**config.mk**
```make
export PLATFORM = sky130hd
export DESIGN_NAME = mtfc_cell
export DESIGN_NICKNAME = d
export VERILOG_FILES = /design/src/hdl/mtfc_pkg.sv /design/src/hdl/mtfc_cell.sv
export SDC_FILE = /design/constraint.sdc
export NUM_CORES = 1
export LEC_CHECK = 0
export ABC_AREA = 1
export BUFFER_PORTS_ARGS = -buffer_cell sky130_fd_sc_hd__clkbuf_2
export CAP_MARGIN = 15
export CORE_ASPECT_RATIO = 1.25
export CORE_UTILIZATION = 40
export CTS_BUF_LIST = sky130_fd_sc_hd__clkbuf_8 sky130_fd_sc_hd__clkbuf_16
export CTS_CLUSTER_DIAMETER = 100
export CTS_CLUSTER_SIZE = 25
export DETAILED_ROUTE_END_ITERATION = 16
export PLACE_DENSITY = 0.83
export SLEW_MARGIN = 40
export SYNTH_ARGS = -nofsm -noshare
export SYNTH_HDL_FRONTEND = slang
export SYNTH_SLANG_ARGS = --single-unit
```
**constraint.sdc**
```tcl
create_clock -name clock -period 1.34 [get_ports clock]
set_input_delay 0 -clock clock [delete_from_list [all_inputs] [get_ports clock]]
set_output_delay 0 -clock clock [all_outputs]
set_load 0.005 [all_outputs]
```
**src/hdl/mtfc_pkg.sv**
```systemverilog
// ----------------------------------------------------------------------------
// mtfc_pkg
// shared widths, constants and token type of the move-to-front codec
// ----------------------------------------------------------------------------
package mtfc_pkg;

   // width of one list entry, of a symbol and of a list position
   localparam int SYM_W = 8;

   // default number of symbols in the list
   localparam int ALPHABET_SIZE_DEF = 256;

   // code given for a byte outside the alphabet
   localparam logic [SYM_W-1:0] NO_MATCH_CODE = 8'hFF;

   // token moving along the cell chain
   typedef struct packed {
      logic             valid;
      logic [SYM_W-1:0] data;
   } mtfc_tok_type;

endpackage

```
**src/hdl/mtfc_cell.sv**
```systemverilog
// ----------------------------------------------------------------------------
// mtfc_cell
// one list entry; forwards the search token right and the result token left
// ----------------------------------------------------------------------------
module mtfc_cell
   import mtfc_pkg::*;
#(
   parameter int INDEX = 0
) (
   input  logic             clock,
   input  logic             reset,
   input  logic             decode_mode,
   input  logic             restore,
   input  logic [SYM_W-1:0] key,
   input  logic [SYM_W-1:0] left_entry,
   input  mtfc_tok_type     from_left,
   input  mtfc_tok_type     from_right,
   output logic [SYM_W-1:0] entry,
   output mtfc_tok_type     to_right,
   output mtfc_tok_type     to_left
);

   localparam logic [SYM_W-1:0] IDX = SYM_W'(INDEX);
   localparam bit FRONT = (INDEX == 0);

   logic [SYM_W-1:0] entry_ff, entry_in;
   mtfc_tok_type     to_right_ff, to_right_in;
   mtfc_tok_type     to_left_ff, to_left_in;
   logic             hit;

   // match: own value when encoding, own position when decoding
   assign hit = decode_mode ? (IDX == key) : (entry_ff == key);

   // cell update for the search and return passes
   always_comb begin
      entry_in    = entry_ff;
      to_right_in = '0;
      to_left_in  = '0;
      if (restore) begin
         entry_in = IDX;
      end else if (from_left.valid) begin
         if (!hit) begin
            to_right_in = '{valid: 1'b1, data: entry_ff};
         end else begin
            to_left_in = '{valid: 1'b1, data: (decode_mode ? entry_ff : IDX)};
         end
         if (!decode_mode) begin
            // encode shifts on the way out
            entry_in = from_left.data;
         end else if (hit && !FRONT) begin
            entry_in = left_entry;
         end
      end else if (from_right.valid) begin
         to_left_in = from_right;
         if (decode_mode) begin
            // decode shifts on the way back, front takes the chosen byte
            entry_in = FRONT ? from_right.data : left_entry;
         end
      end
   end

   // cell registers
   always_ff @(posedge clock) begin
      if (reset) begin
         entry_ff    <= IDX;
         to_right_ff <= '0;
         to_left_ff  <= '0;
      end else begin
         entry_ff    <= entry_in;
         to_right_ff <= to_right_in;
         to_left_ff  <= to_left_in;
      end
   end

   assign entry    = entry_ff;
   assign to_right = to_right_ff;
   assign to_left  = to_left_ff;

endmodule

```
Word-level counts from Yosys, hierarchy flattened
Index checks and enable logic that the tools add are counted.

Bits of input ports: 38. Register bits after elaboration: 26.

Mux-type cells: 10. Reductions and logical operators: 7. Equality and inequality tests: 2. Bitwise logic cells: 1.

Operators by type and width (number): 8-bit 2-to-1 mux (5); 9-bit 2-to-1 mux (4); 8-bit == test (1); 8-bit logical NOT (1); 2-bit nonzero test (2); 4-bit OR reduction (1); 3-bit AND reduction (1); 3-bit OR reduction (1); 2-bit inequality test (second input constant) (1); 2-bit OR reduction (1); 1-bit 2-to-1 mux (1); 1-bit inverter (1).

Depth between registers and ports, before layout
Gate-level depths: netlist of run 1.

Depth in word-level cells: 4. Gate-level depth with buffers: 9.

Worst setup path before layout of run 1
No wires, ideal clock.

Kind: reg2reg. Start point: register entry_ff[3], in the netlist entry[3]. End point: register to_right_ff (netlist bit to_right[0]). Cell stages (with the launch flop): 8. Arrival: 0.924 ns. Buffers on the path: 0. Library setup time: 0.114 ns. Setup slack: 0.302 ns. Path through: dfxtp_1 inv_1 a21oi_1 nand3_1 nor2_1 nand2_1 nand3_4 nor2_1.

Cells in the longest elaborated chain, start to end: 3.

Ends and longest elaborated chain: from (decl) (line mtfc_cell.sv:26) `logic [SYM_W-1:0] entry_ff, entry_in;`; from (signal assigned) (line mtfc_cell.sv:69) `entry_ff <= entry_in;`; 8-bit == test (line mtfc_cell.sv:32) `assign hit = decode_mode ? (IDX == key) : (entry_ff == key);`; 1-bit 2-to-1 mux (line mtfc_cell.sv:32); 4-bit OR reduction (no line); to (signal assigned) (line mtfc_cell.sv:70) `to_right_ff <= to_right_in;`; to (decl) (line mtfc_cell.sv:27) `mtfc_tok_type to_right_ff, to_right_in;`.

Every way passes these cells. A chain may end at the register's enable or synchronous reset.

Worst setup path in the final report of run 1
Start point: input port from_left[8] (netlist bit). End point: register entry_ff[3], in the netlist entry[3].

Cells in the longest elaborated chain, start to end: 2. Elaborated cells on any way between the ends: 5. Those cells by class: eq/ne: 1; mux: 1; reduce/logical: 3.

Ends and longest elaborated chain: from (decl) (line mtfc_cell.sv:16) `input mtfc_tok_type from_left,`; 2-bit inequality test (no line) or 2-bit nonzero test (tied branches); 3-bit AND reduction (no line).

Several ways; a longest one is shown, not always the timed one.

==> results of run 1 <==
## placed cells by master (no fill, tap or decap), types with 2 or more instances in the layout
cell type / instances
a31oi_1: 8
inv_2: 2
dlygate4sd3_1: 19
clkbuf_2: 55
xnor2_1: 2
nor2_4: 2
nand2_1: 43
buf_4: 4
inv_1: 19
a21oi_1: 10
nor2_1: 14
clkbuf_8: 4
nand3_1: 10
dfxtp_1: 25
nand2_2: 2
o21ai_0: 7
## registers in the layout, summed over array words and instances (netlist names)
name,flops
entry,8
to_right,9
to_left,9
## cells in the mapped netlist (2+ instances only)
cell type  count  area share [%]
nand3_1       10             4.3
inv_2          2            0.64
o21ai_0        7             3.0
a21oi_1       10             4.3
nor2_4         2             1.9
inv_1         19             6.1
buf_6          2             1.9
a31oi_1        8             4.3
nand2_2        2             1.1
dfxtp_1       26              45
nand2_1       43              14
xnor2_1        2             1.5
nor2_1        14             4.5
## cell families (layout without fill, tap and decap cells)
logic type	Yosys count	after routing	synth area share, %
AO/OA/AOI/OAI	27	27	12.8
XOR/XNOR	2	2	1.50
buffers and inverters	25	103	9.77
flip-flops	26	26	44.7
AND/OR/NAND/NOR	76	76	31.3
## final cells by class
class	instances	area, sq um
Sequential cell	26	522
Timing Repair Buffer	78	495
Tap cell	34	42.5
Clock buffer	4	55.1
Fill cell	254	1010
Multi-Input combinational cell	105	531
Inverter	21	78.8
## per-layer routing
metal  up-vias  GRT usage (%)  share of wire (%)
met5         -              0                  0
met4         0           5.36               0.52
met3         2           3.43                6.0
met2        54           35.8                 55
met1       577           19.8                 38
li1        648              -                  -
## where the power goes
group	internal (uW)	switching [uW]	total (uW)
clock network	262	231	493
logic	125	129	254
registers	791	15.1	806
## through the flow
stage	cell area, sq um	hold slack (ns)
after floorplan	1160	0.147
after global placement	1480	0.252
after detailed placement	1480	0.260
after CTS	1720	0.0414
after global routing	1720	0.0421
final	1720	0.0391
## repair_timing
item	CTS	global route
endpoints found under the hold margin	16	0
hold buffers	19	0
gates resized for setup	0	1
endpoints found under the setup margin	0	5
## worst max-delay path by stage
| stage | depth (start not counted) | endpoint |
|---|---|---|
| 6_report | 7 | entry[3]$_SDFFE_PP0P_ |
| 5_1_grt | 8 | to_right[5]$_SDFF_PP0_ |
| 4_1_cts | 3 | entry[3]$_SDFFE_PP0P_ |
| 3_5_place_dp | 7 | to_right[6]$_SDFF_PP0_ |
| 3_3_place_gp | 9 | to_right[5]$_SDFF_PP0_ |
| 2_1_floorplan | 7 | to_right[0]$_SDFF_PP0_ |
## worst max-delay path, stage by stage
cell and delay, ns:
clkbuf_2 0.14, nor2_4 0.26, nand2_2 0.10, nand2_4 0.16, o21ai_0 0.10, a31oi_1 0.16, dlygate4sd3_1 0.58
==> results.sh, run 1 <==
export IMPL_synthesis_area_sq_um=1160
export IMPL_maxSlewHeadroom_pct=80.8
export IMPL_ctsRootBufferMaster="clkbuf_8"
export IMPL_gp_congestion=0.790
export IMPL_dpl_hpwl_microns=2080
export IMPL_grt_remaining_overflow=0
export IMPL_cts_tree="yes"
export IMPL_timing_rr_end="entry[4]$_SDFFE_PP0P_"
export IMPL_powerDensity_nw_per_um2=901
export IMPL_crit_start="from_left[8]"
export IMPL_finalSetupViolCount=0
export IMPL_peakVddDrop_mv=0.595
export IMPL_boundaryPins=64
export IMPL_hold_viol=0
export IMPL_worst_pin_slew_ns=0.288
export IMPL_track_usage_pct=18.7
export IMPL_critPathKind="input pin to flip-flop"
export IMPL_die_w_microns=50.3
export IMPL_period_share_pct=96.7
export IMPL_rrSetupSlack_ns=0.06
export IMPL_io_buffers=55
export IMPL_start_kind="input pin"
export IMPL_clock_latency_ns=0.26
export IMPL_h_tree_depth=1
export IMPL_synth_edf_count=0
export IMPL_synthesis_nets=194
export IMPL_grt_pass1_wl_microns=4490
export IMPL_place_ws_ns=0.138
export IMPL_viasPerCell=4.78
export IMPL_status="finished, final reports clean"
export IMPL_route_detailed_drc=0
export IMPL_total_power_uw=1550
export IMPL_reg2regPathDepth=3
export IMPL_syn_avg_cell_area_sq_um=7.47
export IMPL_postCtsSetupRepairBufs=0
export IMPL_hold_depth=3
export IMPL_clk_pin_slew_worst_paths_ns=0.09
export IMPL_synth_seq_cells=26
export IMPL_antenna_found_initial=0
export IMPL_num_nets_final=273
export IMPL_antenna_left=0
export IMPL_cts_sinks=26
export IMPL_crit_path_end_kind="flip-flop"
export IMPL_cp_data_arrival_time_ns=1.50
export IMPL_routed_via_count=1281
export IMPL_chipHeight_microns=62.3
export IMPL_placement_rows=21
export IMPL_cts_buffers=3
export IMPL_fin_skew_ns=0.00261
export IMPL_rr_startpoint="entry[4]$_SDFFE_PP0P_"
export IMPL_final_setup_worst_slack_ns=0.0440
export IMPL_dr_pass1_iters=4
export IMPL_core_sq_um=2730
export IMPL_dp_cells=245
export IMPL_wirelength_microns=2890
export IMPL_hold_start="from_right[8]"
export IMPL_drv_cap=0
export IMPL_slew_violations=0
export IMPL_stdcell_count=268
export IMPL_diodes=0
export IMPL_ys_seq_area_share_pct=44.7
export IMPL_grt_max_degree=18
export IMPL_yosysWarningCount=0
export IMPL_hp_class="input pin to flip-flop"
export IMPL_async_flop_share_pct=0
export IMPL_ys_flop_type="dfxtp_1"
export IMPL_fmax_mhz=772
export IMPL_area_growth_pct=48.0
export IMPL_synth_cells=156
export IMPL_worstHoldEndpoint="to_left[8]$_SDFF_PP0_"
export IMPL_grt_pass1_vias=1082
export IMPL_die_area_sq_um=3130
export IMPL_rsz0062_at_grt="false"
export IMPL_start_util_pct=42.6
export IMPL_ys_types=22
export IMPL_final_min_clock_period_ns=1.30
export IMPL_wire_per_inst_microns=10.8
export IMPL_required_ns=1.54
export IMPL_layout_drive_gt1_share_pct=32.5
export IMPL_setup_tns_final_ns=0
export IMPL_power_leakage_uw=0.000857
export IMPL_crit_fanout=16
export IMPL_drt_first_iter_violations=36
export IMPL_cts_buffer_depth=2
export IMPL_finish_utilization_pct=63.1
Note: power is estimated with default switching activity, not from simulation.
==> run 2: changes to the inputs <==
--- a/config.mk
+++ b/config.mk
@@ -14,8 +14,10 @@
 export CTS_CLUSTER_DIAMETER = 100
 export CTS_CLUSTER_SIZE = 25
 export DETAILED_ROUTE_END_ITERATION = 16
+export HOLD_SLACK_MARGIN = 0.06
 export PLACE_DENSITY = 0.83
-export SLEW_MARGIN = 40
+export REMOVE_ABC_BUFFERS = 1
+export SLEW_MARGIN = 10
 export SYNTH_ARGS = -nofsm -noshare
 export SYNTH_HDL_FRONTEND = slang
 export SYNTH_SLANG_ARGS = --single-unit
==> run 2 against run 1 <==
Die area is the same. Critical path depth shrank 4. Core utilization grew 1.0 points. Register-to-register slack is essentially flat. Via count grew 0.16%. Routed wire length grew 2.8%. Sequential share of layout area shrank 0.33 points. Sequential power is essentially flat. Largest cell class unchanged. Cell area grew 1.6%. Highest routed layer unchanged. Clock-buffer cell count is the same. Clock power grew 2%.
==> results.sh, run 2 (synthesized netlist as in run 1, its figures left out) <==
export IMPL_powerDensity_nw_per_um2=896
export IMPL_io_buffers=55
export IMPL_routed_via_count=1283
export IMPL_crit_fanout=5
export IMPL_antenna_left=0
export IMPL_required_ns=1.56
export IMPL_grt_pass1_wl_microns=5020
export IMPL_worst_pin_slew_ns=0.372
export IMPL_p_clk_share_pct=32.1
export IMPL_diodes=0
export IMPL_hp_class="input pin to flip-flop"
export IMPL_slowest_stage="dlygate4sd3_1"
export IMPL_placement_rows=21
export IMPL_start_kind="flip-flop"
export IMPL_sw_frac_of_total_pct=24.6
export IMPL_fmax_mhz=778
export IMPL_critPathBufInv=1
export IMPL_peakVddDrop_mv=0.565
export IMPL_die_area_sq_um=3130
export IMPL_hold_viol=0
export IMPL_final_cell_mix="55 x clkbuf_2, 43 x nand2_1, 23 x dfxtp_1"
export IMPL_final_min_clock_period_ns=1.28
export IMPL_core_sq_um=2730
export IMPL_grt_max_degree=17
export IMPL_period_share_pct=95.9
export IMPL_p_int_uw=1180
export IMPL_status="finished, final reports clean"
export IMPL_dpl_hpwl_microns=2070
export IMPL_fillCellCount=267
export IMPL_route_detailed_drc=0
export IMPL_wirelength_microns=2970
export IMPL_wire_per_inst_microns=11.0
export IMPL_dr_pass1_iters=4
export IMPL_ctsRootBufferMaster="clkbuf_8"
export IMPL_cp_data_arrival_time_ns=1.50
export IMPL_clk_pin_slew_worst_paths_ns=0.09
export IMPL_maxSlewHeadroom_pct=75.1
export IMPL_viasPerCell=4.73
export IMPL_cts_buffer_depth=2
export IMPL_comb_power_share_pct=16.5
export IMPL_grt_remaining_overflow=0
export IMPL_cp_top_family="buffers and inverters"
export IMPL_gp_congestion=0.762
export IMPL_boundaryPins=64
export IMPL_slowest_delay_ns=0.55
export IMPL_antenna_found_initial=0
export IMPL_drv_cap=0
export IMPL_p_switching_uw=386
export IMPL_clock_latency_ns=0.27
export IMPL_num_nets_final=276
export IMPL_h_tree_depth=1
export IMPL_crit_path_end_kind="flip-flop"
export IMPL_power_leakage_uw=0.000873
export IMPL_finalSetupViolCount=0
export IMPL_setup_tns_final_ns=0
export IMPL_start_util_pct=42.6
export IMPL_rsz0062_at_grt="false"
export IMPL_cts_buffers=3
export IMPL_grt_pass1_vias=1227
export IMPL_postCtsSetupRepairBufs=0
export IMPL_crit_path_cell_trace="o21ai_0, a31oi_1, dlygate4sd3_1"
export IMPL_fin_skew_ns=0.00280
export IMPL_area_growth_pct=50.4
export IMPL_cts_sinks=26
export IMPL_track_usage_pct=20.7
export IMPL_cts_tree="yes"
export IMPL_slew_violations=0
export IMPL_seqPwrFrac_pct=51.4
export IMPL_final_common_cell="clkbuf_2"
export IMPL_chipHeight_microns=62.3
export IMPL_critPathKind="flip-flop to flip-flop"
export IMPL_drt_first_iter_violations=46
export IMPL_die_w_microns=50.3
export IMPL_hold_ws_ns=0.0761
export IMPL_total_power_uw=1570
export IMPL_layout_drive_gt1_share_pct=33.8
==> run 2: cell count changes in the layout (fill, tap and decap cells not counted), sizes merged <==
cell,delta
buf,+2
dlygate4sd3,+1
==> run 2: area by class of cell <==
type                       count  area, sq um  share of cell area [%]
clock buffer                   4         55.1                    3.14
inverter                      21         78.8                    4.50
multi-input combinational    105          531                    30.3
sequential                    26          524                    29.9
tap                           34         42.5                    2.43
timing repair buffer          81          520                    29.7
==> run 2: repair_timing <==
item | in CTS | in global routing
endpoints found under the hold margin | 17 | 0
resized for setup | 0 | 3
setup endpoints to repair | 0 | 6
hold buffers | 20 | 0
==> run 2: stage by stage <==
stage | cells | setup slack, ns | utilization (%) | instance area [sq um]
detailed placement | 247 | 0.145 | 54.6 | 1490
finish | 271 | 0.0554 | 64.1 | 1750
CTS | 271 | 0.0566 | 64.0 | 1750
floorplan | 152 | 0.302 | - | 1130
global route | 271 | 0.00358 | 64.1 | 1750
global placement | 247 | 0.178 | 54.6 | 1490
==> run 2: metal layers <==
layer | vias to the layer above | wire length (microns) | global-route usage (%)
met4 | 0 | 17 | 7.50
li1 | 656 | - | -
met3 | 2 | 157 | 2.94
met1 | 580 | 1210 | 22.8
met5 | - | 0 | 0
met2 | 45 | 1590 | 38.5
==> run 2: final timing paths <==
path	slack, ns	startpoint	to	depth (start not counted)
max	0.06	entry[3]$_SDFFE_PP0P_	entry[3]$_SDFFE_PP0P_	3
min	0.08	restore	entry[1]$_SDFFE_PP0P_	4
max reg2reg	0.06	entry[3]$_SDFFE_PP0P_	entry[3]$_SDFFE_PP0P_	3
min reg2reg	0.47	entry[5]$_SDFFE_PP0P_	to_right[5]$_SDFF_PP0_	2
==> run 2: power groups by stage <==
stage | clock, uW | sequential, uW | combinational, uW
detailed placement | 0 | 824 | 214
global placement | 0 | 823 | 211
floorplan | 0 | 825 | 99.4
finish | 504 | 807 | 259
CTS | 515 | 806 | 259
global route | 527 | 809 | 290
==> run 2: worst reg2reg max path: cells and delay by family (launching register included) <==
| kind | cells | cell delay [ns] |
|---|---|---|
| AOI/OAI and AO/OA | 2 | 0.27 |
| buffers and inverters | 1 | 0.55 |
| DFF | 1 | 0.42 |
